File: src/rtl/gyro_drift_removed_heading_hue_core_defines.svh
// assertion macros for the gyro heading hue core
// expects clk_i and rst_ni in the scope of use; no other dependencies
`ifndef GYRO_DRIFT_REMOVED_HEADING_HUE_CORE_DEFINES_SVH
`define GYRO_DRIFT_REMOVED_HEADING_HUE_CORE_DEFINES_SVH

`ifndef SYNTHESIS
// same-cycle implication
`define GDH_ASSERT_NOW(lbl, ante, cons) \
  lbl: assert property (@(posedge clk_i) disable iff (!rst_ni) (ante) |-> (cons)) \
    else $error("gdh assertion failed");
// next-cycle implication
`define GDH_ASSERT_NEXT(lbl, ante, cons) \
  lbl: assert property (@(posedge clk_i) disable iff (!rst_ni) (ante) |=> (cons)) \
    else $error("gdh assertion failed");
`else
`define GDH_ASSERT_NOW(lbl, ante, cons)
`define GDH_ASSERT_NEXT(lbl, ante, cons)
`endif

`endif

File: src/rtl/gdh_pkg.sv
// shared types, widths and constants of the gyro heading hue core
// no dependencies
package gdh_pkg;

  localparam int SAMPLE_W   = 24;
  localparam int BAND_W     = 23;
  localparam int GAIN_W     = 16;
  localparam int DEV_W      = 26;
  localparam int INC_W      = DEV_W + GAIN_W + 1;
  localparam int ACC_W      = 48;
  localparam int FRAC_W     = 24;
  localparam int INT_W      = ACC_W - FRAC_W;
  localparam int HUE_W      = 9;
  localparam int REM_W      = 10;
  localparam int HUE_MOD    = 360;
  // floor(2^24 / 360), quotient may come out one low
  localparam int HUE_RECIP  = 46603;
  localparam int HUE_RCP_W  = 16;
  // output buffer, power of two
  localparam int OFIFO_DEPTH = 16;
  localparam int OFIFO_AW    = $clog2(OFIFO_DEPTH);

  localparam int CFG_IDX_W  = 2;
  localparam int CFG_DATA_W = 23;

  localparam logic [CFG_IDX_W-1:0] CFG_INNER_BAND = 2'd0;
  localparam logic [CFG_IDX_W-1:0] CFG_OUTER_BAND = 2'd1;
  localparam logic [CFG_IDX_W-1:0] CFG_GAIN       = 2'd2;

  localparam logic [BAND_W-1:0] INNER_RST = 23'd512;
  localparam logic [BAND_W-1:0] OUTER_RST = 23'd1280;
  localparam logic [GAIN_W-1:0] GAIN_RST  = 16'd655;

  localparam logic signed [ACC_W-1:0] ACC_MAX = {1'b0, {(ACC_W-1){1'b1}}};
  localparam logic signed [ACC_W-1:0] ACC_MIN = {1'b1, {(ACC_W-1){1'b0}}};

  typedef struct packed {
    logic [BAND_W-1:0] inner_band;
    logic [BAND_W-1:0] outer_band;
    logic [GAIN_W-1:0] gain;
  } cfg_t;

  typedef struct packed {
    logic [HUE_W-1:0]        hue;
    logic signed [ACC_W-1:0] angle_total;
  } res_t;

  // halve, rounding toward zero
  function automatic logic signed [DEV_W-1:0] halve_tz(input logic signed [DEV_W-1:0] d);
    logic signed [DEV_W-1:0] t;
    t = d + DEV_W'(d[DEV_W-1]);
    return t >>> 1;
  endfunction

  function automatic logic [DEV_W-1:0] mag_of(input logic signed [DEV_W-1:0] d);
    return d[DEV_W-1] ? DEV_W'(-d) : DEV_W'(d);
  endfunction

endpackage

File: src/rtl/gdh_hue.sv
// angle to hue: truncate toward zero to whole degrees, reduce modulo 360
// depends on gdh_pkg
module gdh_hue (
  input  logic                             clk_i,
  input  logic                             rst_ni,
  input  logic                             valid_i,
  input  logic signed [gdh_pkg::ACC_W-1:0] angle_i,
  output logic                             valid_o,
  output gdh_pkg::res_t                    res_o
);

  localparam int MAG_W  = gdh_pkg::INT_W;
  localparam int PROD_W = MAG_W + gdh_pkg::HUE_RCP_W;

  // stage g: whole degrees and magnitude
  logic [gdh_pkg::ACC_W-1:0]           g_bias;
  logic signed [MAG_W-1:0]             g_int;
  logic                                g_v_q;
  logic [MAG_W-1:0]                    g_mag_q, g_mag_d;
  logic                                g_neg_q;
  logic signed [gdh_pkg::ACC_W-1:0]    g_ang_q;

  assign g_bias  = angle_i + {{gdh_pkg::INT_W{1'b0}}, {gdh_pkg::FRAC_W{angle_i[gdh_pkg::ACC_W-1]}}};
  assign g_int   = signed'(g_bias[gdh_pkg::ACC_W-1 -: MAG_W]);
  assign g_mag_d = g_int[MAG_W-1] ? MAG_W'(-g_int) : MAG_W'(g_int);

  // stage h: quotient estimate
  logic [PROD_W-1:0]                   h_prod;
  logic                                h_v_q;
  logic [gdh_pkg::HUE_RCP_W-1:0]       h_q0_q;
  logic [MAG_W-1:0]                    h_mag_q;
  logic                                h_neg_q;
  logic signed [gdh_pkg::ACC_W-1:0]    h_ang_q;

  assign h_prod = PROD_W'(g_mag_q) * PROD_W'(gdh_pkg::HUE_RECIP);

  // stage i: remainder, below twice the modulus
  logic [MAG_W-1:0]                    i_rem;
  logic                                i_v_q;
  logic [gdh_pkg::REM_W-1:0]           i_rem_q;
  logic                                i_neg_q;
  logic signed [gdh_pkg::ACC_W-1:0]    i_ang_q;

  assign i_rem = h_mag_q - MAG_W'(h_q0_q * MAG_W'(gdh_pkg::HUE_MOD));

  // final fixup, negative angles wrap upward
  logic [gdh_pkg::REM_W-1:0] j_r;
  logic [gdh_pkg::HUE_W-1:0] j_hue;

  always_comb begin
    j_r = i_rem_q;
    if (i_rem_q >= gdh_pkg::REM_W'(gdh_pkg::HUE_MOD)) begin
      j_r = i_rem_q - gdh_pkg::REM_W'(gdh_pkg::HUE_MOD);
    end
    j_hue = gdh_pkg::HUE_W'(j_r);
    if (i_neg_q && (j_r != '0)) begin
      j_hue = gdh_pkg::HUE_W'(gdh_pkg::REM_W'(gdh_pkg::HUE_MOD) - j_r);
    end
  end

  always_ff @(posedge clk_i or negedge rst_ni) begin
    if (!rst_ni) begin
      g_v_q <= 1'b0;
      h_v_q <= 1'b0;
      i_v_q <= 1'b0;
    end else begin
      g_v_q <= valid_i;
      h_v_q <= g_v_q;
      i_v_q <= h_v_q;
    end
  end

  always_ff @(posedge clk_i) begin
    g_mag_q <= g_mag_d;
    g_neg_q <= g_int[MAG_W-1];
    g_ang_q <= angle_i;
    h_q0_q  <= h_prod[PROD_W-1 -: gdh_pkg::HUE_RCP_W];
    h_mag_q <= g_mag_q;
    h_neg_q <= g_neg_q;
    h_ang_q <= g_ang_q;
    i_rem_q <= gdh_pkg::REM_W'(i_rem);
    i_neg_q <= h_neg_q;
    i_ang_q <= h_ang_q;
  end

  assign valid_o           = i_v_q;
  assign res_o.hue         = j_hue;
  assign res_o.angle_total = i_ang_q;

endmodule

File: config.mk
export PLATFORM = sky130hd
export DESIGN_NAME = gdh_hue
export DESIGN_NICKNAME = d
export VERILOG_FILES = /design/src/rtl/gyro_drift_removed_heading_hue_core_defines.svh /design/src/rtl/gdh_pkg.sv /design/src/rtl/gdh_hue.sv
export SDC_FILE = /design/constraint.sdc
export NUM_CORES = 1
export LEC_CHECK = 0
export ABC_AREA = 1
export BUFFER_PORTS_ARGS = -buffer_cell sky130_fd_sc_hd__buf_2
export CORE_MARGIN = 2
export CORE_UTILIZATION = 40
export CTS_CLUSTER_SIZE = 20
export DETAILED_ROUTE_END_ITERATION = 8
export SETUP_SLACK_MARGIN = 0.15
export SLEW_MARGIN = 20
export SYNTH_ARGS = -nofsm -noshare
export SYNTH_HDL_FRONTEND = slang
export SYNTH_SLANG_ARGS = --single-unit
File: constraint.sdc
create_clock -name clk_i -period 7.9 [get_ports clk_i]
set_clock_uncertainty 0.15 [all_clocks]
set_input_delay 1.58 -clock clk_i [delete_from_list [all_inputs] [get_ports clk_i]]
set_output_delay 1.58 -clock clk_i [all_outputs]
set_load 0.05 [all_outputs]
Word level (Yosys, flattened, before mapping)
Cells that the tools add are included.
{"block": "op_classes", "addsub": 5, "mul": 2, "magnitude_cmp": 1, "mux": 3, "reduce_logical": 2}
{"cell": "$add 48x24->48", "n": 1}
{"cell": "$mul 24x16->40 const B", "n": 1}
{"cell": "$neg 24->24", "n": 1}
{"cell": "$mux 23", "n": 1}
{"cell": "$mul 16x6->7 const B", "n": 1}
{"cell": "$ge 10x9->1 const B", "n": 1}
{"cell": "$mux 10", "n": 1}
{"cell": "$reduce_bool 10->1", "n": 1}
{"cell": "$sub 10x10->10", "n": 1}
{"cell": "$sub 10x9->10 const B", "n": 1}
{"cell": "$mux 9", "n": 1}
{"cell": "$sub 9x9->9 const A", "n": 1}
{"cell": "$logic_and 1x1->1", "n": 1}
{"block": "word_totals", "register_bits": 210, "inputBits": 51}

Logic depth before layout (Yosys ltp)
Gate-level depths: netlist of the first run.
{"block": "depth", "depth_word": 5, "depth_mapped": 21, "mapped_depth_nobuf": 21}

Least setup slack after synthesis of the first run
OpenSTA, ideal clock, no wires.
{"block": "synth_path", "path_kind": "register to register", "startpoint": "reg g_mag_q[13]", "endpoint": "reg h_q0_q[5] (netlist bit)", "arrival_ns": 4.788, "required_time_ns": 7.631, "path_slack_ns": 2.843, "path_stages_with_launch": 20, "n_path_buf": 0, "period_less_slack_ns": 5.057, "cell_sequence": "dfxtp_1 -> ha_1 -> inv_1 -> fa_1 -> inv_1 -> fa_1 -> inv_1 -> fa_1 -> inv_1 -> fa_1 -> inv_1 -> fa_1 -> inv_1 -> ha_1 -> a21o_1 -> a21oi_1 -> nor2_1 -> a2111oi_0 -> nand2_1 -> xor2_1"}
{"block": "synth_via", "elab_chain_len": 1}
{"element": "start, declared", "line": "gdh_hue.sv:19", "source": "logic [MAG_W-1:0] g_mag_q, g_mag_d;"}
{"element": "start signal, assigned", "line": "gdh_hue.sv:74", "source": "g_mag_q <= g_mag_d;"}
{"element": "$mul 24x16->40", "line": "gdh_hue.sv:35", "source": "assign h_prod = PROD_W'(g_mag_q) * PROD_W'(gdh_pkg::HUE_RECIP);"}
{"element": "net h_prod[29]", "line": "gdh_hue.sv:28", "source": "logic [PROD_W-1:0] h_prod;"}
{"element": "end signal, assigned", "line": "gdh_hue.sv:77", "source": "h_q0_q <= h_prod[PROD_W-1 -: gdh_pkg::HUE_RCP_W];"}
{"element": "end, declared", "line": "gdh_hue.sv:30", "source": "logic [gdh_pkg::HUE_RCP_W-1:0] h_q0_q;"}
The timed path passes the listed nets, and every way through them passes these cells.
A chain may end at the register's enable or synchronous reset.

Worst setup path in the final report of the first run
Ends and elaborated chain as after synthesis.

==> impl_metrics.toml, run 1 <==
[outcome]
status = "completed"

[floorplanning]
die_h_um = 186.1
std_cell_rows = 66
io_pins = 109
fp.dieArea_mm2 = 0.03465
fp.dieW_um = 186.1
core_region_area_mm2 = 0.03262
start_util_pct = 40.68

[run]
maxCapViolCount = 0

[grt]
grt.total_usage_pct = 19.81
grt_max_degree = 29
grt_overflow = 0
antenna_found_initial = 0
grt_pass1_vias = 10190
grt_first_pass_wirelength_um = 52870

[worst_setup_path]
worstReg2RegStart = "g_mag_q[13]$_DFF_P_"
critical_path.startpoint_type = "flop"
arrival_ps = 5590
worst-setup-path-type = "reg2reg"
worst-path-max-fanout = 5
required_ps = 8150
cp-end-kind = "flop"
startpoint = "g_mag_q[13]$_DFF_P_"

[synthesis]
yosysUniqueCellTypes = 49
yosysTopAreaCellShare_pct = 29.87
syn_avg_cell_area_um2 = 8.272
yosysSeqAreaShare_pct = 30.44
synth_edf_count = 0
syn_nets = 1911
netlist_instances = 1604
synthTopCellsByArea = "dfxtp_1 (30%), fa_1 (16%), ha_1 (14%), nand2_1 (11%), inv_1 (10%)"
ys_ff_latch = 201
synth_top_area_cell = "dfxtp_1"
synthTopCellsByCount = "nand2_1 (379), inv_1 (360), dfxtp_1 (198)"
synthArstFlopShare_pct = 1.493
synth_top_flop_cell = "dfxtp_1"
synth_most_common_cell = "nand2_1"
syn_area_mm2 = 0.01327
yosysWarnings = 0

[clocking]
clkSlewWorstSetupHoldPaths_ps = 70
cts_setup_buffers = 0
hold_buffers = 0
clock-sinks = 201
cts_max_level = 1
numCtsBuffers = 22
cts_resized = 0
clockBufferDepth = 3
cts.root.buffer_cell = "clkbuf_16"
clk_latency_ps = 530
cts_tree = "done"

[hold_path]
hp-class = "reg2reg"
timing.hold.worst.start = "h_ang_q[17]$_DFF_P_"

[timing]
fmax_mhz = 187.3
worst_slew_pin_slew_ps = 573.2
fin_crit_sh_pct = 67.59
final-setup-viol-count = 0
finalHoldViolations = 0
maxSlewViolCount = 0
fin_ws_ps = 2561
rsz0062_at_grt = "no"
period_minus_slack_ps = 5339
slew_headroom_pct = 61.79
finalSetupTns_ps = 0

[placement]
gp_routability_congestion = 0.9141
numPortBuffers = 108
pre_cts_ws_ps = 2567
place_hpwl_um = 27990

[routing]
wirelength_um = 32750
route.vias.total = 10020
vias_per_cell = 4.576
wire_per_inst_um = 14.95
postRouteAntennaNets = 0
dr.first_iter.drc_count = 508
first_pass_iters = 5
drc_errors = 0

[cells_and_area]
syn_to_final_growth_pct = 14.40
nNetsFinal = 2040
drive_gt1_share_pct = 11.90
diodes = 0
-- stage by stage --
step                      cells  area [µm²]  utilization [%]  hold WS [ps]
after global routing       2190       15180            46.54         179.8
after global placement     2151       14330            43.94         160.1
after detailed placement   2151       14330            43.94         162.1
final                      2190       15180            46.54         172.0
after floorplan            1604       13270                -         159.6
after CTS                  2190       15180            46.54         174.5
-- worst paths after layout --
| check | end | slack [ps] | cells past startpoint |
|---|---|---|---|
| worst max-delay path | h_q0_q[5]$_DFF_P_ | 2560 | 19 |
| worst min-delay path | i_ang_q[17]$_DFF_P_ | 170 | 0 |
| worst max register to register | h_q0_q[5]$_DFF_P_ | 2560 | 19 |
| min in group asynchronous | g_v_q$_DFF_PN0_ | 690 | 1 |
| worst min register to register | i_ang_q[17]$_DFF_P_ | 170 | 0 |
| max in group asynchronous | valid_o$_DFF_PN0_ | 6810 | 1 |
-- routing by layer --
| metal | track usage (%) | routed length (µm) | vias to the layer above |
|---|---|---|---|
| li1 | - | - | 5125 |
| met1 | 27.07 | 15550 | 4614 |
| met2 | 32.28 | 14430 | 242 |
| met3 | 3.991 | 2075 | 40 |
| met4 | 4.756 | 695 | 0 |
| met5 | 0 | 0 | - |
-- registers in the layout, indices dropped and copies added, names as in the netlist --
name and flops:
g_v_q 1, valid_o 1, i_rem_q 10, h_v_q 1
i_ang_q 48, h_q0_q 7, i_neg_q 1, h_mag_q 10
h_ang_q 48, g_ang_q 48, g_neg_q 1, g_mag_q 24
h_neg_q 1
-- cells in the final DEF, fill, tap and decap left out, drive strengths merged, types with 26 or more instances in the layout --
cell and n:
nand2 401, inv 373, dfxtp 198, ha 148
fa 108, buf 108, nor2 91, nand3 66
a21oi 47, xor2 37, clkbuf 27, o21ai 26
-- cell type report --
type	count	area, µm²
Timing Repair Buffer	108	540.5
Multi-Input combinational cell	1028	7801
Inverter	372	1399
Sequential cell	201	4039
Fill cell	3208	17440
Clock inverter	12	247.7
Tap cell	442	553.0
Clock buffer	27	599.3
-- kinds of logic after synthesis --
kind of cell	synth area share [%]
DFF	30.44
buffers and inverters	10.77
AOI/OAI and AO/OA	4.206
xor gates and xnor gates	4.017
adders and majority gates	30.25
and+or+nand+nor	20.32
-- worst max-delay path, cell delays in order (launching register included) --
cell,delay (ps)
dfxtp_1,380
ha_1,340
inv_1,90
fa_1,550
inv_1,60
fa_1,530
inv_1,60
fa_1,530
inv_1,60
fa_1,520
inv_1,50
fa_1,520
inv_1,40
ha_1,350
a21o_1,200
a21oi_1,120
nor2_1,50
a2111oi_0,360
nand2_1,120
xor2_1,150
Power of run 1 is not shown: default switching activity piles up to over one toggle a cycle in this logic, so the estimate is an artifact.
==> inputs of run 2 (changes only) <==
==> constraint.sdc (replaced) <==
create_clock -name clk_i -period 4.3 [get_ports clk_i]
set_clock_uncertainty 0.15 [all_clocks]
set_input_delay 0.86 -clock clk_i [delete_from_list [all_inputs] [get_ports clk_i]]
set_output_delay 0.86 -clock clk_i [all_outputs]
set_load 0.05 [all_outputs]
==> impl_metrics.toml, run 2 (synthesis gave the netlist of run 1 again) <==
[worst_setup_path]
path_cells = "ha_4, inv_4, buf_6, fa_1, inv_2, fa_2, inv_2, fa_1, fa_2, fa_1, inv_2, ha_4, a21oi_4, o21ai_1, a21oi_2, nand3_2, a21oi_2, xnor2_2"
required_ps = 4580
cp_top_family = "adder cells"
worst-setup-path-type = "reg2reg"
rrSetupSlack_ps = -510
worstReg2RegStart = "g_mag_q[11]$_DFF_P_"
arrival_ps = 5100
r2r_cells = 18
cp_num_buf_inv = 5
critical_path.startpoint_type = "flop"
r2r-end = "h_q0_q[6]$_DFF_P_"
worst-path-max-fanout = 3
slowest_stage = "fa_2"
slowest_delay_ps = 560
cp-end-kind = "flop"

[routing]
postRouteAntennaNets = 0
vias_per_cell = 4.569
wirelength_um = 34140
dr.first_iter.drc_count = 587
wire_per_inst_um = 14.80
first_pass_iters = 4
route.vias.total = 10540
drc_errors = 0

[timing]
fin_ws_ps = -511.9
fin_crit_sh_pct = 111.9
finalHoldViolations = 0
maxSlewViolCount = 0
fmax_mhz = 207.8
whs_ps = 153.9
final-setup-viol-count = 7
rsz0062_at_grt = "yes"
slew_headroom_pct = 61.81
worst_slew_pin_slew_ps = 572.9
period_minus_slack_ps = 4812
finalSetupTns_ps = -3146

[clocking]
numCtsBuffers = 23
clk_latency_ps = 520
cts.root.buffer_cell = "clkbuf_16"
cts_tree = "done"
clockBufferDepth = 3
clock-sinks = 201
clkSlewWorstSetupHoldPaths_ps = 70
cts_max_level = 1

[grt]
grt_max_degree = 29
grt_overflow = 0
grt.total_usage_pct = 20.68
antenna_found_initial = 0
grt_first_pass_wirelength_um = 55630
grt_pass1_vias = 10970

[run]
maxCapViolCount = 0

[placement]
place_hpwl_um = 29090
dpl.cell_count = 2254
gp_routability_congestion = 0.9226
numPortBuffers = 108
detailed_place.area_mm2 = 0.01564

[floorplanning]
fp.dieArea_mm2 = 0.03465
io_pins = 109
start_util_pct = 40.68
std_cell_rows = 66
fp.dieW_um = 186.1
die_h_um = 186.1
core_region_area_mm2 = 0.03262

[hold_path]
min_to = "i_ang_q[17]$_DFF_P_"
timing.hold.worst.start = "h_ang_q[17]$_DFF_P_"
holdPathStages = 0
hp-class = "reg2reg"

[cells_and_area]
design_area_mm2 = 0.01676
register_area_mm2 = 0.004095
multi_input_area_mm2 = 0.008484
nFillCells = 3087
nNetsFinal = 2155
largestRegisters = "g_ang_q: 48 flops, h_ang_q: 48 flops, i_ang_q: 48 flops"
syn_to_final_growth_pct = 26.30
mostFrequentLayoutCell = "nand2_1"
instances_no_fill = 2307
most-common-layout-cells = "nand2_1 (367), inv_1 (344), dfxtp_1 (181), ha_1 (115), buf_2 (108)"
drive_gt1_share_pct = 23.65
diodes = 0

[outcome]
status = "complete, but fails checks"
violations = "setup timing"
[run 2: cell types whose count changed in the layout (fill, tap and decap cells not counted), moves of 6 or more]
cell,change
buf_4,+107
ha_1,-33
ha_4,+30
dfxtp_1,-17
inv_1,-16
a21oi_1,-14
dfxtp_4,+14
inv_2,+14
nand2_1,-12
a21oi_2,+11
nand2_2,+6
nand2_4,+6
o21ai_0,-6
[run 2: repair_timing]
item,CTS,global route
resized for setup,27,33
hold endpoints to repair,3,0
setup buffers,7,3
pin swaps,26,37
setup endpoints to repair,7,7
hold buffers,1,0
[run 2: how the worst max path moves through the flow]
stage | slack [ps] | endpoint | cells past startpoint | startpoint
final | -510 | h_q0_q[6]$_DFF_P_ | 18 | g_mag_q[11]$_DFF_P_
after detailed placement | -700 | h_q0_q[6]$_DFF_P_ | 16 | g_mag_q[13]$_DFF_P_
after global placement | -650 | h_q0_q[6]$_DFF_P_ | 16 | g_mag_q[13]$_DFF_P_
after global routing | -640 | h_q0_q[5]$_DFF_P_ | 20 | g_mag_q[11]$_DFF_P_
after CTS | -540 | h_q0_q[6]$_DFF_P_ | 16 | g_mag_q[13]$_DFF_P_
after floorplan | -320 | h_q0_q[5]$_DFF_P_ | 19 | g_mag_q[13]$_DFF_P_
[run 2: worst reg2reg max path, stage by stage (launching register included)]
cell	delay, ps
dfxtp_4	360
ha_4	280
inv_4	40
buf_6	100
fa_1	500
inv_2	50
fa_2	560
inv_2	40
fa_1	500
fa_2	440
fa_1	500
inv_2	40
ha_4	240
a21oi_4	150
o21ai_1	100
a21oi_2	180
nand3_2	140
a21oi_2	230
xnor2_2	140
[run 2: metal layers]
metal  vias up  routed length, µm  GRT usage, %
li1       5354                  -             -
met1      4924              16170         27.91
met2       208              15510         34.69
met3        54               1608         3.135
met4         0                857         5.449
met5         -                  0             0
[run 2: final cells by class]
type / count / share of cell area [%]
multi-input combinational: 1028 / 50.63
sequential: 201 / 24.44
timing repair buffer: 222 / 8.504
inverter: 372 / 8.377
clock buffer: 30 / 3.950
tap: 442 / 3.300
clock inverter: 12 / 0.8063
[run 2: through the flow]
step | util (%) | setup slack, ps
finish | 51.38 | -511.9
global route | 51.38 | -642.9
CTS | 50.85 | -542.2
detailed placement | 47.96 | -698.2
global placement | 47.96 | -654.5
floorplan | - | -318.7
Power of run 2 is left out for the same reason.
==> inputs of run 3 (changes only) <==
--- a/config.mk
+++ b/config.mk
@@ -8,9 +8,10 @@
 export ABC_AREA = 1
 export BUFFER_PORTS_ARGS = -buffer_cell sky130_fd_sc_hd__buf_2
 export CORE_MARGIN = 2
-export CORE_UTILIZATION = 40
+export CORE_UTILIZATION = 50
 export CTS_CLUSTER_SIZE = 20
 export DETAILED_ROUTE_END_ITERATION = 8
+export PLACE_DENSITY = 0.71
 export SETUP_SLACK_MARGIN = 0.15
 export SLEW_MARGIN = 20
 export SYNTH_ARGS = -nofsm -noshare
==> impl_metrics.toml, run 3 (synthesis gave the netlist of run 1 again) <==
[worst_setup_path]
slowest_delay_ps = 550
critical_path.startpoint_type = "flop"
path_cells = "buf_6, ha_4, fa_1, inv_1, fa_1, fa_1, fa_1, inv_1, fa_1, ha_4, nand2_4, nor4_4, o311ai_2, nand3_1, a21oi_2, xnor2_1"
required_ps = 4540
slowest_stage = "fa_1"
worstReg2RegStart = "g_mag_q[13]$_DFF_P_"
r2r_cells = 16
worst-setup-path-type = "reg2reg"
arrival_ps = 5080
r2r-end = "h_q0_q[6]$_DFF_P_"
cp-end-kind = "flop"
worstSetupEndpoint = "h_q0_q[6]$_DFF_P_"
cpMostUsedCell = "fa_1"
cp_num_cells = 16
cp_top_family = "adder cells"
cp_num_buf_inv = 3
startpoint = "g_mag_q[13]$_DFF_P_"
worst-path-max-fanout = 4
rrSetupSlack_ps = -540

[run]
maxCapViolCount = 0

[cells_and_area]
largestRegisters = "g_ang_q: 48 flops, h_ang_q: 48 flops, i_ang_q: 48 flops"
nNetsFinal = 2149
diodes = 0
drive_gt1_share_pct = 23.04
multi_input_area_mm2 = 0.008467
instances_no_fill = 2193
register_area_mm2 = 0.004096
mostFrequentLayoutCell = "nand2_1"
syn_to_final_growth_pct = 25.04
nFillCells = 2177
most-common-layout-cells = "nand2_1 (370), inv_1 (344), dfxtp_1 (182), ha_1 (118), buf_2 (108)"

[timing]
fin_crit_sh_pct = 112.5
period_minus_slack_ps = 4837
slew_headroom_pct = 62.58
maxSlewViolCount = 0
worst_slew_pin_slew_ps = 561.4
fmax_mhz = 206.7
rsz0062_at_grt = "yes"
fin_ws_ps = -536.9
whs_ps = 169.0
finalSetupTns_ps = -3142
final-setup-viol-count = 7
finalHoldViolations = 0

[clocking]
cts.root.buffer_cell = "clkbuf_16"
cts_max_level = 1
clkSlewWorstSetupHoldPaths_ps = 60
clockBufferDepth = 3
numCtsBuffers = 22
clk_latency_ps = 520
clock-sinks = 201
cts_tree = "done"

[routing]
vias_per_cell = 4.879
first_pass_iters = 5
wirelength_um = 33950
route.vias.total = 10700
drc_errors = 0
wire_per_inst_um = 15.48
dr.first_iter.drc_count = 778
postRouteAntennaNets = 0

[floorplanning]
std_cell_rows = 59
io_pins = 109
start_util_pct = 50.92
fp.dieArea_mm2 = 0.02786
fp.dieW_um = 166.9
die_h_um = 166.9
core_region_area_mm2 = 0.02606

[grt]
antenna_found_initial = 0
grt_pass1_vias = 10940
grt_max_degree = 29
grt.total_usage_pct = 24.62
grt_overflow = 0
grt_first_pass_wirelength_um = 55060

[outcome]
status = "complete, but fails checks"
violations = "setup timing"

[placement]
dpl.cell_count = 2142
place_hpwl_um = 28530
numPortBuffers = 108
gp_routability_congestion = 0.9434

[hold_path]
holdPathStages = 0
hp-class = "reg2reg"
==> run 3: cell types whose count changed in the layout (fill, tap and decap cells not counted), sizes merged <==
| cell | previous run | this run |
|---|---|---|
| clkbuf | 30 | 32 |
| bufinv | 2 | 3 |
| inv | 377 | 375 |
| clkinvlp | 3 | 1 |
| clkinv | 2 | 1 |
| buf | 221 | 216 |
==> run 3: how the worst min path moves through the flow <==
stage	slack [ps]	start	endpoint
after CTS	170	g_ang_q[46]$_DFF_P_	h_ang_q[46]$_DFF_P_
after floorplan	160	g_ang_q[0]$_DFF_P_	h_ang_q[0]$_DFF_P_
after detailed placement	160	g_ang_q[18]$_DFF_P_	h_ang_q[18]$_DFF_P_
after global placement	160	g_ang_q[28]$_DFF_P_	h_ang_q[28]$_DFF_P_
after global routing	180	g_ang_q[30]$_DFF_P_	h_ang_q[30]$_DFF_P_
final	170	g_ang_q[46]$_DFF_P_	h_ang_q[46]$_DFF_P_
==> run 3: metal layers <==
metal | GRT usage, % | vias up | part of all wire [%]
li1 | - | 5339 | -
met5 | 0 | - | 0
met1 | 33.30 | 5026 | 45
met2 | 41.46 | 284 | 47
met4 | 6.409 | 0 | 2.4
met3 | 3.588 | 51 | 5.8
==> run 3: what timing repair did <==
item,in CTS,in global routing
pin swaps,10,41
buffers inserted,2,8
hold buffers,1,0
resized for setup,7,42
endpoints found under the hold margin,3,0
endpoints found under the setup margin,7,7
cloned,0,0
==> run 3: stage by stage <==
| step | cell area [µm²] | setup slack (ps) | utilization (%) |
|---|---|---|---|
| floorplan | 13810 | -318.7 | - |
| finish | 16590 | -536.9 | 63.67 |
| global route | 16590 | -772.3 | 63.67 |
| global placement | 15470 | -494.9 | 59.37 |
| detailed placement | 15470 | -623.4 | 59.37 |
| CTS | 16360 | -511.8 | 62.78 |
==> run 3: cell type report <==
| class | count | share of cell area, % |
|---|---|---|
| Inverter | 372 | 8.462 |
| Clock inverter | 8 | 0.9276 |
| Multi-Input combinational cell | 1028 | 51.03 |
| Tap cell | 335 | 2.526 |
| Clock buffer | 32 | 4.035 |
| Sequential cell | 201 | 24.69 |
| Timing Repair Buffer | 217 | 8.326 |
==> run 3: worst reg2reg max path, stage by stage (launching register included) <==
cell      delay [ps]
dfxtp_4          350
buf_6            120
ha_4             230
fa_1             510
inv_1             60
fa_1             500
fa_1             460
fa_1             550
inv_1             50
fa_1             480
ha_4             330
nand2_4           70
nor4_4           310
o311ai_2         150
nand3_1          160
a21oi_2           80
xnor2_1          130
Power of run 3 is left out for the same reason.
