## src/rtl/gyro_drift_removed_heading_hue_core_defines.svh

```systemverilog
// assertion macros for the gyro heading hue core
// expects clk_i and rst_ni in the scope of use; no other dependencies
`ifndef GYRO_DRIFT_REMOVED_HEADING_HUE_CORE_DEFINES_SVH
`define GYRO_DRIFT_REMOVED_HEADING_HUE_CORE_DEFINES_SVH

`ifndef SYNTHESIS
// same-cycle implication
`define GDH_ASSERT_NOW(lbl, ante, cons) \
  lbl: assert property (@(posedge clk_i) disable iff (!rst_ni) (ante) |-> (cons)) \
    else $error("gdh assertion failed");
// next-cycle implication
`define GDH_ASSERT_NEXT(lbl, ante, cons) \
  lbl: assert property (@(posedge clk_i) disable iff (!rst_ni) (ante) |=> (cons)) \
    else $error("gdh assertion failed");
`else
`define GDH_ASSERT_NOW(lbl, ante, cons)
`define GDH_ASSERT_NEXT(lbl, ante, cons)
`endif

`endif

```

## src/rtl/gdh_pkg.sv

```systemverilog
// shared types, widths and constants of the gyro heading hue core
// no dependencies
package gdh_pkg;

  localparam int SAMPLE_W   = 24;
  localparam int BAND_W     = 23;
  localparam int GAIN_W     = 16;
  localparam int DEV_W      = 26;
  localparam int INC_W      = DEV_W + GAIN_W + 1;
  localparam int ACC_W      = 48;
  localparam int FRAC_W     = 24;
  localparam int INT_W      = ACC_W - FRAC_W;
  localparam int HUE_W      = 9;
  localparam int REM_W      = 10;
  localparam int HUE_MOD    = 360;
  // floor(2^24 / 360), quotient may come out one low
  localparam int HUE_RECIP  = 46603;
  localparam int HUE_RCP_W  = 16;
  // output buffer, power of two
  localparam int OFIFO_DEPTH = 16;
  localparam int OFIFO_AW    = $clog2(OFIFO_DEPTH);

  localparam int CFG_IDX_W  = 2;
  localparam int CFG_DATA_W = 23;

  localparam logic [CFG_IDX_W-1:0] CFG_INNER_BAND = 2'd0;
  localparam logic [CFG_IDX_W-1:0] CFG_OUTER_BAND = 2'd1;
  localparam logic [CFG_IDX_W-1:0] CFG_GAIN       = 2'd2;

  localparam logic [BAND_W-1:0] INNER_RST = 23'd512;
  localparam logic [BAND_W-1:0] OUTER_RST = 23'd1280;
  localparam logic [GAIN_W-1:0] GAIN_RST  = 16'd655;

  localparam logic signed [ACC_W-1:0] ACC_MAX = {1'b0, {(ACC_W-1){1'b1}}};
  localparam logic signed [ACC_W-1:0] ACC_MIN = {1'b1, {(ACC_W-1){1'b0}}};

  typedef struct packed {
    logic [BAND_W-1:0] inner_band;
    logic [BAND_W-1:0] outer_band;
    logic [GAIN_W-1:0] gain;
  } cfg_t;

  typedef struct packed {
    logic [HUE_W-1:0]        hue;
    logic signed [ACC_W-1:0] angle_total;
  } res_t;

  // halve, rounding toward zero
  function automatic logic signed [DEV_W-1:0] halve_tz(input logic signed [DEV_W-1:0] d);
    logic signed [DEV_W-1:0] t;
    t = d + DEV_W'(d[DEV_W-1]);
    return t >>> 1;
  endfunction

  function automatic logic [DEV_W-1:0] mag_of(input logic signed [DEV_W-1:0] d);
    return d[DEV_W-1] ? DEV_W'(-d) : DEV_W'(d);
  endfunction

endpackage

```

## src/rtl/gdh_ofifo.sv

```systemverilog
// output buffer for finished results; never written when full thanks to credits
// depends on gdh_pkg
module gdh_ofifo (
  input  logic                          clk_i,
  input  logic                          rst_ni,
  input  logic                          wr_en_i,
  input  gdh_pkg::res_t                 wdata_i,
  input  logic                          rd_ready_i,
  output logic                          rd_valid_o,
  output gdh_pkg::res_t                 rdata_o,
  output logic [gdh_pkg::OFIFO_AW:0]    cnt_o
);

  gdh_pkg::res_t                 mem_q [gdh_pkg::OFIFO_DEPTH];
  logic [gdh_pkg::OFIFO_AW-1:0]  wr_ptr_q, wr_ptr_d;
  logic [gdh_pkg::OFIFO_AW-1:0]  rd_ptr_q, rd_ptr_d;
  logic [gdh_pkg::OFIFO_AW:0]    cnt_q, cnt_d;
  logic                          rd_en;

  assign rd_valid_o = (cnt_q != '0);
  assign rd_en      = rd_valid_o && rd_ready_i;
  assign wr_ptr_d   = wr_ptr_q + gdh_pkg::OFIFO_AW'(wr_en_i);
  assign rd_ptr_d   = rd_ptr_q + gdh_pkg::OFIFO_AW'(rd_en);
  assign cnt_d      = cnt_q + (gdh_pkg::OFIFO_AW+1)'(wr_en_i) - (gdh_pkg::OFIFO_AW+1)'(rd_en);

  always_ff @(posedge clk_i or negedge rst_ni) begin
    if (!rst_ni) begin
      wr_ptr_q <= '0;
      rd_ptr_q <= '0;
      cnt_q    <= '0;
    end else begin
      wr_ptr_q <= wr_ptr_d;
      rd_ptr_q <= rd_ptr_d;
      cnt_q    <= cnt_d;
    end
  end

  always_ff @(posedge clk_i) begin
    if (wr_en_i) begin
      mem_q[wr_ptr_q] <= wdata_i;
    end
  end

  assign rdata_o = mem_q[rd_ptr_q];
  assign cnt_o   = cnt_q;

endmodule
```

## config.mk

```make
export PLATFORM = sky130hd
export DESIGN_NAME = gdh_ofifo
export DESIGN_NICKNAME = d
export VERILOG_FILES = /design/src/rtl/gyro_drift_removed_heading_hue_core_defines.svh /design/src/rtl/gdh_pkg.sv /design/src/rtl/gdh_ofifo.sv
export SDC_FILE = /design/constraint.sdc
export NUM_CORES = 1
export LEC_CHECK = 0
export ABC_CLOCK_PERIOD_IN_PS = 14600
export BUFFER_PORTS_ARGS = -buffer_cell sky130_fd_sc_hd__buf_2
export CORE_AREA = 2 2 271 273
export DETAILED_ROUTE_END_ITERATION = 6
export DIE_AREA = 0 0 273 275
export PLACE_DENSITY_LB_ADDON = 0.12
export SLEW_MARGIN = 20
export SYNTH_ARGS = -nofsm -noshare
export SYNTH_HDL_FRONTEND = slang
export SYNTH_SLANG_ARGS = --single-unit
```

## constraint.sdc

```tcl
create_clock -name clk_i -period 14.6 [get_ports clk_i]
set_input_delay 2.92 -clock clk_i [delete_from_list [all_inputs] [get_ports clk_i]]
set_output_delay 2.92 -clock clk_i [all_outputs]
set_load 0.02 [all_outputs]
```

After elaboration in Yosys (flattened, before gate mapping). Memories as Yosys holds them, arrays and structs flattened. Cells that the tools add are included.

Add/subtract/negate cells: 4. Reductions and logical operators: 2. Multiplexer cells: 2.

Operators by type and width (number): $add 4x1->4 (2); $add 5x1->5 (1); $reduce_bool 5->1 (1); $sub 5x1->5 (1); $mux 1 (2); $logic_and 1x1->1 (1).

Memory bits (writable): 912. Memories: 1. Output and inout bits: 63. Register bits after elaboration: 13. Input port bits: 61. Word-level logic and storage cells: 12.

Memory list: mem_q (words 16, width 57, read ports 1, clocked after memory_dff 0, write ports 1, line gdh_ofifo.sv:14) `gdh_pkg::res_t mem_q [gdh_pkg::OFIFO_DEPTH];`.

Logic depth before layout (Yosys ltp). Gate-level depths: netlist of the first run.

Depth after elaboration: 3. Mapped depth: 13. Mapped depth without buffers: 13.

Worst setup path before layout of the first run. Ideal clock, no wire load.

Path kind: in2reg. Start point: input wr_en_i. End point: memory mem_q[0][0] (netlist name) (enable). Setup time: 0.542 ns. Data arrival time: 7.289 ns. Setup slack: 6.769 ns. Required time: 14.058 ns. Cell stages on the path: 2. Buffers on the path: 0. Cells stage by stage: or3b_2 -> nor3_1.

Word-level cells in the longest chain between the ends: 2.

RTL lines: start: declaration (line gdh_ofifo.sv:6) `input logic wr_en_i,`; $mux 1 (line gdh_ofifo.sv:39) `if (wr_en_i) begin`; $mux 1 (not written as such) (line gdh_ofifo.sv:40) `mem_q[wr_ptr_q] <= wdata_i;`; end: declaration (line gdh_ofifo.sv:14).

No other way between the ends.

==> out/metrics.csv, run 1 <==
stage,metric,value,unit
detailed_routing,DR vias/cell,6.01,
run,# Max-Cap Violations,0,
setup_path,Reg-to-Reg End,mem_q[1][31],
die,core region area,72300,sq um
power_and_ir_drop,Clock power frac,0.277,
sta,Slew headroom,0.251,
power_and_ir_drop,LEAKAGE,13.6,nW
clocking,hold buffers post-CTS,0,
yosys,Post-Syn Area,35900,sq um
clocking,Root Buffer,clkbuf_16,
setup_path,CP peak stage delay,910,ps
placed_design,number of port buffers,123,
die,Die ar.,75100,sq um
yosys,cell count after synthesis,1711,
sta,final hold viol count,0,
yosys,syn avg cell area,21.0,sq um
setup_path,"Critical Path, Cell by Cell","nor2b_4, buf_4, a221oi_1, o21ai_0, nand2_1, buf_2",
yosys,synth warn,0,
die,Ports,124,
setup_path,"Buf+Inv Stages, Crit Path",2,
min_path,Hold Path Depth,1,
detailed_routing,vias after detailed routing,17500,
global_route,GRT Overall Usage,0.221,
setup_path,critical path type,reg -> out,
clocking,total CTS buffers,96,
die,die width,273,um
clocking,H-tree Lvls,3,
sta,"Slew Viols, Final",0,
clocking,CTS tree,yes,
setup_path,R2R setup slack,11480,ps
yosys,Cell variety after synth,35,
sta,post-route setup TNS,0,ps
setup_path,CP Launch Type,flop,
placed_design,placed inst area,37500,sq um
die,Die Height,275,um
yosys,"Seq/Total Area, Yosys",0.772,
sta,RSZ-0062 raised after global routing,false,
power_and_ir_drop,maximum vdd drop,0.000174,V
die,initial core utilization,0.496,
clocking,Clock Path Buffers,3,
sta,FMAX,143,MHz
finish,Area growth syn-to-layout,12.8,%
detailed_routing,Iter 0 DRT Violations,1452,
setup_path,CP Max Fanout,59,
detailed_routing,DRC,0,
setup_path,"slowest stage cell, crit path",buf_4,
clocking,setup repair bufs after CTS,0,
power_and_ir_drop,cell area power density,206,nW/um^2
clocking,Clock Sinks,925,
detailed_routing,First-pass DRT Iterations,5,
detailed_routing,final antenna-violating net count,0,
yosys,Mapped Nets,1783,
detailed_routing,Post-Route WL,82100,um
power_and_ir_drop,Seq pwr share,0.406,
sta,worst slew pin tran,1120,ps
finish,Final Cell Area,40500,sq um
power_and_ir_drop,P_sw,2.80,mW
min_path,Min-Delay Endpoint,wr_ptr_q[3],
power_and_ir_drop,cell-internal power,5.55,mW
placed_design,post-detail-place hpwl,39500,um
finish,# fillers,5498,
min_path,HP Class,reg -> reg,
global_route,GRT overflow,0,
setup_path,crit-path leading delay family,buffers and inverters,
setup_path,critical path required time,11680,ps
placed_design,GP Congestion,0.719,
clocking,post_cts resized,0,
clocking,worst skew pair latency,630,ps
clocking,"CTS clk-pin slew, worst paths",60,ps
global_route,vias in the first global route,17700,
setup_path,FF-to-FF Start,wr_ptr_q[3],
setup_path,crit path DAT,4070,ps
die,Core Rows,99,
yosys,#FFs+latches synth,925,
min_path,critical hold path startpoint,wr_ptr_q[3],
finish,final-stage net count,1945,
sta,shortest period the worst path allows,6990,ps
sta,final setup skew,16.7,ps
global_route,initial antenna violation count,12,
setup_path,FF-to-FF path depth,3,
power_and_ir_drop,Comb pwr share,0.316,
setup_path,Worst path depth,6,
status,status,"finished, final reports clean",
global_route,first-pass GRT wire length,120000,um
setup_path,CP Capture Type,primary output,
detailed_routing,Avg WL per Cell,28.2,um
finish,layout cells sized above 1,0.246,
sta,Final setup viols,0,
power_and_ir_drop,switch share,0.335,
global_route,largest net degree at the start of global routing,132,
sta,period utilization,0.479,
## metrics by stage
stage / worst slack, ps / instances / utilization / hold slack [ps] / power, mW
after floorplan: 6770 / 1711 / - / 480 / 5.29
after global placement: 8350 / 2734 / 0.519 / 506 / 6.09
after detailed placement: 8290 / 2734 / 0.519 / 526 / 6.12
after CTS: 7570 / 2906 / 0.560 / 539 / 8.44
after global routing: 7430 / 2908 / 0.560 / 618 / 8.72
final: 7610 / 2910 / 0.560 / 542 / 8.35
## power groups by stage
stage / logic (mW) / registers, mW / clock network (mW)
after floorplan: 1.92 / 3.37 / 0
after global placement: 2.65 / 3.44 / 0
after detailed placement: 2.67 / 3.45 / 0
after CTS: 2.68 / 3.40 / 2.37
after global routing: 2.83 / 3.42 / 2.46
final: 2.64 / 3.39 / 2.32
## flip-flops by register name, summed over array words and instances, names as in the netlist
signal	count
cnt_o	5
rd_ptr_q	4
wr_ptr_q	4
mem_q	912
## cell usage after synthesis (all sizes together)
cell type / n / area share
mux4: 114 / 0.072
edfxtp: 912 / 0.76
a22oi: 57 / 0.012
buf: 58 / 0.013
ha: 10 / 0.0035
nor3: 4 / 0.00056
dfrtp: 13 / 0.0091
nand3b: 2 / 0.00042
nand2b: 2 / 0.00035
fa: 1 / 0.00056
and2: 2 / 0.00035
xnor2: 4 / 0.00098
inv: 10 / 0.0010
clkbuf: 39 / 0.0044
nor2: 12 / 0.0013
mux2i: 228 / 0.064
a21o: 1 / 0.00021
xor2: 4 / 0.00098
o21bai: 1 / 0.00021
nand2: 59 / 0.0062
a221oi: 114 / 0.037
or3b: 1 / 0.00024
nand3: 2 / 0.00028
nor2b: 1 / 0.00017
o21ai: 57 / 0.0079
a21oi: 2 / 0.00028
or4b: 1 / 0.00028
## how the worst max path moves through the flow
| stage | startpoint | end | slack, ps |
|---|---|---|---|
| 3_3_place_gp | rd_ptr_q[1] | rdata_o[3] | 8350 |
| 3_5_place_dp | rd_ptr_q[1] | rdata_o[2] | 8290 |
| 6_report | rd_ptr_q[1] | rdata_o[0] | 7610 |
| 4_1_cts | rd_ptr_q[1] | rdata_o[2] | 7570 |
| 5_1_grt | rd_ptr_q[1] | rdata_o[0] | 7430 |
| 2_1_floorplan | wr_en_i | mem_q[0][0] | 6770 |
## per-layer routing
metal | up-vias | track usage | share of wire
met5 | - | 0 | 0.00063
met4 | 10 | 0.0565 | 0.017
met3 | 100 | 0.0395 | 0.054
met2 | 457 | 0.351 | 0.48
met1 | 9377 | 0.320 | 0.45
li1 | 7554 | - | -
## cells by family after synthesis
| logic type | after synthesis | synth area share |
|---|---|---|
| buffers and inverters | 107 | 0.0189 |
| flip-flops | 925 | 0.772 |
| XOR/XNOR | 8 | 0.00195 |
| AO/OA/AOI/OAI | 232 | 0.0571 |
| multiplexers | 342 | 0.136 |
| AND/OR/NAND/NOR | 86 | 0.0101 |
| adder cells (fa/ha/maj) | 11 | 0.00404 |
## area by class of cell
class	instances	area (sq um)	share of cell area
Tap cell	959	1200	0.0296
Multi-Input combinational cell	679	7620	0.188
Antenna cell	4	10.0	0.000247
Timing Repair Buffer	161	930	0.0230
Inverter	10	40.0	0.000989
Clock inverter	56	454	0.0112
Clock buffer	116	2520	0.0622
Sequential cell	925	27700	0.685
## cells in the final DEF (no fill, tap or decap), types with 3 or more instances in the layout
cell       netlist  layout
a221oi_1        64      64
a221oi_2        50      50
a22oi_1         57      57
buf_2           16     123
buf_4           17      35
bufinv_16        0       7
clkbuf_1        36      17
clkbuf_16        0      97
clkinv_1         0      21
clkinv_2         0      21
dfrtp_1         13       9
dfrtp_4          0       3
diode_2          0       4
edfxtp_1       912     912
ha_1            10      10
inv_1           10       9
inv_6            0       6
mux2i_1        228     228
mux4_1           6       6
mux4_2         108     108
nand2_1         59      59
nor2_4           0      12
nor3_2           0       4
o21ai_0         56      56
xnor2_1          4       4
xor2_1           4       4
No activity file was read; power rests on OpenSTA's default activity.
==> run 2, diff against run 1 <==
--- a/config.mk
+++ b/config.mk
@@ -5,11 +5,12 @@
 export SDC_FILE = /design/constraint.sdc
 export NUM_CORES = 1
 export LEC_CHECK = 0
-export ABC_CLOCK_PERIOD_IN_PS = 14600
+export ABC_AREA = 1
+export ABC_CLOCK_PERIOD_IN_PS = 7000
 export BUFFER_PORTS_ARGS = -buffer_cell sky130_fd_sc_hd__buf_2
-export CORE_AREA = 2 2 271 273
+export CORE_AREA = 2 2 281 283
 export DETAILED_ROUTE_END_ITERATION = 6
-export DIE_AREA = 0 0 273 275
+export DIE_AREA = 0 0 283 285
 export PLACE_DENSITY_LB_ADDON = 0.12
 export SLEW_MARGIN = 20
 export SYNTH_ARGS = -nofsm -noshare
==> constraint.sdc (replaced) <==
create_clock -name clk_i -period 7 [get_ports clk_i]
set_input_delay 1.4 -clock clk_i [delete_from_list [all_inputs] [get_ports clk_i]]
set_output_delay 1.4 -clock clk_i [all_outputs]
set_load 0.02 [all_outputs]
==> run 2 against run 1 <==
  * Combinational power is 140% higher
  * Critical endpoint is now rdata_o[52]
  * Synthesized cell count is 110% higher
  * First-iteration DRC count is 52% higher
  * Design area is 6.5% higher
  * Flip-flop and latch count stayed put
  * Count of clock-buffer cells in the layout is 11 higher
  * Setup slack worse by 6100 ps
  * Non-clock buffer count is 2 lower
  * Clock skew is 3.3 ps higher
  * Die area is 7.4% higher
==> out/metrics.csv, run 2 <==
stage,metric,value,unit,change
status,status,"finished, final reports clean",,
global_route,largest net degree at the start of global routing,240,,+82%
detailed_routing,DRC,0,,unchanged
setup_path,critical path type,reg -> out,,
detailed_routing,Post-Route WL,94300,um,+15%
setup_path,CP Max Fanout,64,,+8.5%
die,core region area,78000,sq um,+7.8%
finish,"commonest non-fill, non-tap cell in the layout",nand2_1,,
finish,Largest register FFs,912,,unchanged
sta,shortest period the worst path allows,5510,ps,
yosys,Mapped Nets,3699,,+110%
detailed_routing,final antenna-violating net count,0,,unchanged
finish,Area growth syn-to-layout,11.6,%,
setup_path,CP Launch Type,flop,,
detailed_routing,First-pass DRT Iterations,5,,unchanged
detailed_routing,Avg WL per Cell,19.5,um,-31%
sta,Worst Hold Slack,560,ps,+17.9 ps
sta,FMAX,181,MHz,
yosys,Post-Syn Area,38600,sq um,+7.7%
placed_design,number of port buffers,123,,unchanged
global_route,GRT overflow,0,,unchanged
clocking,hold buffers post-CTS,0,,unchanged
setup_path,FF-to-FF path depth,6,,+3
clocking,post_cts resized,0,,unchanged
yosys,ys flop type,edfxtp_1,,
min_path,critical hold path startpoint,wr_ptr_q[2],,
finish,Final Cell Area,43100,sq um,+6.5%
setup_path,Reg-to-Reg End,rd_ptr_q[3],,
clocking,Root Buffer,clkbuf_16,,
detailed_routing,Iter 0 DRT Violations,2207,,+52%
yosys,Post-synth EDFFs,912,,unchanged
sta,Setup WS post-layout,1490,ps,-6120 ps
global_route,first-pass GRT wire length,143000,um,+20%
finish,final-stage net count,3782,,+94%
setup_path,most common cell type on the critical path,nand2_1,,
die,Core Rows,103,,+4.0%
global_route,initial antenna violation count,4,,-8
yosys,synth warn,0,,unchanged
finish,most frequent cells in the layout,"1436 x nand2_1, 912 x edfxtp_1, 355 x inv_1, 348 x nand3_1, 345 x nor2_1",,
clocking,total CTS buffers,96,,unchanged
setup_path,FF-to-FF Start,rd_ptr_q[1],,
sta,post-route setup TNS,0,ps,unchanged
yosys,Async SR Flop Fraction,0.0141,,unchanged
placed_design,GP Congestion,0.754,,+4.9%
min_path,HP Class,reg -> reg,,
sta,"Slew Viols, Final",0,,unchanged
clocking,CTS tree,yes,,
clocking,Clock Path Buffers,3,,unchanged
finish,Largest Register,mem_q,,
sta,Slew headroom,0.254,,+0.00301
die,initial core utilization,0.496,,-0.000594
yosys,Cell variety after synth,20,,-43%
die,Die ar.,80700,sq um,+7.4%
sta,period utilization,0.787,,
power_and_ir_drop,LEAKAGE,17.6,nW,+29%
power_and_ir_drop,cell area power density,420,nW/um^2,+100%
placed_design,post-detail-place hpwl,45200,um,+15%
setup_path,critical path required time,5600,ps,-6080 ps
yosys,Synth area leader,edfxtp_1,,
power_and_ir_drop,maximum vdd drop,0.000402,V,+130%
yosys,Yosys top cell area share,0.709,,-0.0542
clocking,Clock Sinks,925,,unchanged
setup_path,CP peak stage delay,810,ps,-100 ps
run,# Max-Cap Violations,0,,unchanged
setup_path,"Critical Path, Cell by Cell","buf_4, nand2_1, inv_4, buf_4, nand2_1, nor2_1, nor2_1, nand2_1, nand2_1, buf_2",,
yosys,#FFs+latches synth,925,,unchanged
die,die width,283,um,+3.7%
setup_path,crit path DAT,4110,ps,+40 ps
yosys,"Seq/Total Area, Yosys",0.717,,-0.0549
min_path,Hold Path Depth,1,,unchanged
sta,final hold viol count,0,,unchanged
power_and_ir_drop,total power,18.1,mW,+120%
sta,final setup skew,20.0,ps,+3.32 ps
clocking,worst skew pair latency,640,ps,about the same
die,Ports,124,,unchanged
placed_design,placed inst area,40200,sq um,+7.1%
yosys,most frequent cell after synthesis,nand2_1,,
detailed_routing,DR vias/cell,5.07,,-16%
yosys,largest cells by area after synthesis,"edfxtp_1 71%, nand2_1 14%, nand3_1 4.5%",,
global_route,GRT Overall Usage,0.234,,+0.0132
finish,# fillers,6642,,+21%
sta,worst slew pin tran,1120,ps,-4.51 ps
clocking,H-tree Lvls,3,,unchanged
finish,layout cells sized above 1,0.0807,,-0.165
yosys,syn avg cell area,10.7,sq um,-49%
clocking,setup repair bufs after CTS,0,,unchanged
clocking,"CTS clk-pin slew, worst paths",60,ps,about the same
detailed_routing,vias after detailed routing,24500,,+40%
sta,Final setup viols,0,,unchanged
yosys,synth cell count leaders,"1436 x nand2_1, 912 x edfxtp_1, 361 x nor2_1",,
min_path,Min-Delay Endpoint,wr_ptr_q[2],,
placed_design,dpl ws,2090,ps,-6200 ps
setup_path,CP Capture Type,primary output,,
setup_path,"slowest stage cell, crit path",dfrtp_4,,
setup_path,R2R setup slack,3690,ps,-7790 ps
yosys,cell count after synthesis,3627,,+110%
sta,RSZ-0062 raised after global routing,false,,
global_route,vias in the first global route,23000,,+30%
die,Die Height,285,um,+3.6%
run 2: worst max-delay path, delay by kind of cell, from the launching register on:
family / cells / cell delay [ps]
buffers and inverters: 4 / 2000
flip-flops: 1 / 810
AND/OR/NAND/NOR: 6 / 590
run 2: cells by family (layout without fill, tap and decap cells):
family	after synthesis	count (layout)	share of synthesized area
compound gates	2	2	0.000324
other cells	0	3	0
fa+ha+maj	11	11	0.00376
flops	925	925	0.717
xor+xnor	7	7	0.00159
buf+inv	534	688	0.0569
simple gates	2148	2148	0.220
run 2: layout make-up:
cell class / count / area, sq um / share of cell area
multi-input combinational: 2168 / 8850 / 0.205
sequential: 925 / 27700 / 0.643
antenna: 3 / 7.51 / 0.000174
inverter: 360 / 1370 / 0.0318
timing repair buffer: 159 / 931 / 0.0216
clock buffer: 127 / 2560 / 0.0594
clock inverter: 42 / 355 / 0.00824
tap: 1050 / 1310 / 0.0305
run 2: through the flow:
stage | instances | util
floorplan | 3627 | -
global placement | 4661 | 0.515
detailed placement | 4661 | 0.515
CTS | 4830 | 0.553
global route | 4831 | 0.553
finish | 4834 | 0.553
run 2: how the worst max path moves through the flow:
stage,from,to,slack (ps),depth (start not counted)
floorplan,wr_en_i,mem_q[10][0],2600,2
global placement,rd_ptr_q[1],rdata_o[5],2120,10
detailed placement,rd_ptr_q[1],rdata_o[5],2090,10
CTS,rd_ptr_q[1],rdata_o[5],1400,10
global route,rd_ptr_q[1],rdata_o[5],1180,10
finish,rd_ptr_q[1],rdata_o[52],1490,10
run 2: where the power goes:
part	total [mW]	leakage (nW)	internal, mW	switching, mW
combinational	6.27	7.76	1.65	4.62
sequential	7.02	8.39	6.72	0.300
clock	4.82	1.43	2.78	2.04
total	18.1	17.6	11.2	6.96
run 2: layer usage:
metal / track usage / vias up / routed length, um
met5: 0 / - / 0
met4: 0.0596 / 0 / 1800
met3: 0.0288 / 142 / 5700
met2: 0.382 / 716 / 44800
met1: 0.336 / 11700 / 42000
li1: - / 11900 / -
==> run 3, diff against run 2 <==
--- a/config.mk
+++ b/config.mk
@@ -6,7 +6,7 @@
 export NUM_CORES = 1
 export LEC_CHECK = 0
 export ABC_AREA = 1
-export ABC_CLOCK_PERIOD_IN_PS = 7000
+export ABC_CLOCK_PERIOD_IN_PS = 5330
 export BUFFER_PORTS_ARGS = -buffer_cell sky130_fd_sc_hd__buf_2
 export CORE_AREA = 2 2 281 283
 export DETAILED_ROUTE_END_ITERATION = 6
==> constraint.sdc (replaced) <==
create_clock -name clk_i -period 5.33 [get_ports clk_i]
set_input_delay 1.066 -clock clk_i [delete_from_list [all_inputs] [get_ports clk_i]]
set_output_delay 1.066 -clock clk_i [all_outputs]
set_load 0.02 [all_outputs]
==> run 3 against run 2 <==
  * Critical path type unchanged
  * Non-clock buffer count up 14
  * Worst hold slack worse by 210 ps
  * First-iteration DRC count down 7.5%
  * Sequential share of layout area decreased by 0.67 points
  * Critical path depth decreased by 1
==> out/metrics.csv, run 3 (synthesized netlist as in run 2, its figures left out) <==
stage,metric,value,unit,change
finish,# diodes,0,,-3
finish,final cell count without fillers,4846,,+0.25%
finish,"commonest non-fill, non-tap cell in the layout",nand2_1,,
clocking,post_cts resized,0,,unchanged
global_route,GRT overflow,0,,unchanged
clocking,Clock Path Buffers,3,,unchanged
global_route,GRT Overall Usage,0.236,,+0.00222
clocking,worst skew pair latency,640,ps,about the same
detailed_routing,vias after detailed routing,24400,,-0.29%
setup_path,critical path type,reg -> out,,
finish,Largest register FFs,912,,unchanged
clocking,"CTS clk-pin slew, worst paths",60,ps,about the same
clocking,Root Buffer,clkbuf_16,,
die,core region area,78000,sq um,unchanged
sta,final hold viol count,0,,unchanged
detailed_routing,final antenna-violating net count,0,,unchanged
finish,Util after Layout,0.559,,+0.00579
sta,Final setup viols,0,,unchanged
run,# Max-Cap Violations,0,,unchanged
clocking,hold buffers post-CTS,0,,unchanged
detailed_routing,DR vias/cell,5.04,,-0.53%
clocking,setup repair bufs after CTS,0,,unchanged
sta,post-route setup TNS,0,ps,unchanged
finish,layout cells sized above 1,0.0875,,+0.00679
sta,Worst Hold Slack,346,ps,-214 ps
sta,shortest period the worst path allows,4320,ps,
sta,RSZ-0062 raised after global routing,false,,
power_and_ir_drop,total power,24.3,mW,+34%
finish,most frequent cells in the layout,"1436 x nand2_1, 912 x edfxtp_1, 355 x inv_1, 348 x nand3_1, 345 x nor2_1",,
die,Die Height,285,um,unchanged
placed_design,number of port buffers,123,,unchanged
clocking,total CTS buffers,95,,-1.0%
finish,final-stage net count,3795,,+0.34%
sta,FMAX,232,MHz,
placed_design,placed inst area,40400,sq um,+0.65%
power_and_ir_drop,cell area power density,558,nW/um^2,+33%
detailed_routing,First-pass DRT Iterations,5,,unchanged
placed_design,post-detail-place hpwl,45700,um,+1.0%
die,Die ar.,80700,sq um,unchanged
power_and_ir_drop,maximum vdd drop,0.000559,V,+39%
finish,Final Cell Area,43600,sq um,+1.0%
min_path,HP Class,in -> async,,
finish,# fillers,6546,,-1.4%
clocking,CTS tree,yes,,
setup_path,CP Max Fanout,82,,+28%
setup_path,R2R setup slack,2800,ps,-890 ps
setup_path,CP Launch Type,flop,,
finish,Area growth syn-to-layout,12.8,%,
die,initial core utilization,0.496,,unchanged
sta,period utilization,0.810,,
sta,final setup skew,15.5,ps,-4.58 ps
clocking,H-tree Lvls,3,,unchanged
global_route,largest net degree at the start of global routing,202,,-16%
sta,Setup WS post-layout,1010,ps,-474 ps
placed_design,Placed Cells,4676,,+0.32%
detailed_routing,Avg WL per Cell,19.6,um,+0.28%
setup_path,CP Capture Type,primary output,,
power_and_ir_drop,LEAKAGE,17.8,nW,+1.2%
sta,Slew headroom,0.265,,+0.0105
setup_path,crit path DAT,3250,ps,-860 ps
sta,worst slew pin tran,1100,ps,-15.8 ps
global_route,first-pass GRT wire length,144000,um,+0.74%
status,status,"finished, final reports clean",,
global_route,initial antenna violation count,5,,+1
setup_path,critical path required time,4260,ps,-1340 ps
detailed_routing,Iter 0 DRT Violations,2041,,-7.5%
die,Core Rows,103,,unchanged
finish,Largest Register,mem_q,,
detailed_routing,Post-Route WL,94800,um,+0.53%
detailed_routing,DRC,0,,unchanged
die,die width,283,um,unchanged
die,Ports,124,,unchanged
global_route,vias in the first global route,23300,,+1.2%
clocking,Clock Sinks,925,,unchanged
sta,"Slew Viols, Final",0,,unchanged
placed_design,dpl ws,1680,ps,-411 ps
placed_design,GP Congestion,0.743,,-1.5%
## run 3: layer usage
layer | track usage | vias up | routed length [um]
li1 | - | 11900 | -
met1 | 0.333 | 11700 | 42600
met2 | 0.388 | 678 | 45000
met3 | 0.0313 | 160 | 5090
met4 | 0.0677 | 4 | 2070
met5 | 0 | - | 23
## run 3: final cells by class
| type | count | area [sq um] | area share |
|---|---|---|---|
| flip-flops and latches | 925 | 27700 | 0.636 |
| repair buffers | 173 | 1170 | 0.0268 |
| well taps | 1050 | 1310 | 0.0302 |
| clock buffers | 125 | 2570 | 0.0591 |
| clock inverters | 45 | 567 | 0.0130 |
| multi-input cells | 2168 | 8850 | 0.203 |
| inverters | 360 | 1370 | 0.0315 |
## run 3: worst max-delay path, stage by stage (launching register included)
cell     delay, ps
dfrtp_4        740
inv_8          530
buf_12         380
nand2_1         80
nand3_1         90
nand2_1         60
nor2_1         130
nand2_1         90
nand2_1        190
buf_2          210
## run 3: power breakdown
part / internal (mW) / switching, mW / total, mW
Clock: 4.02 / 2.72 / 6.73
Sequential: 8.83 / 0.323 / 9.15
Combinational: 2.25 / 6.17 / 8.43
Total: 15.1 / 9.21 / 24.3
## run 3: final timing paths
| kind | start | endpoint | cells after the start |
|---|---|---|---|
| max | rd_ptr_q[0] | rdata_o[38] | 9 |
| min | rst_ni | cnt_o[2] | 1 |
| max reg2reg | wr_ptr_q[2] | mem_q[8][19] | 3 |
| min reg2reg | rd_ptr_q[2] | rd_ptr_q[2] | 1 |
| max in group asynchronous | rst_ni | rd_ptr_q[3] | 1 |
| min in group clk_i | rd_ptr_q[2] | rd_ptr_q[2] | 1 |
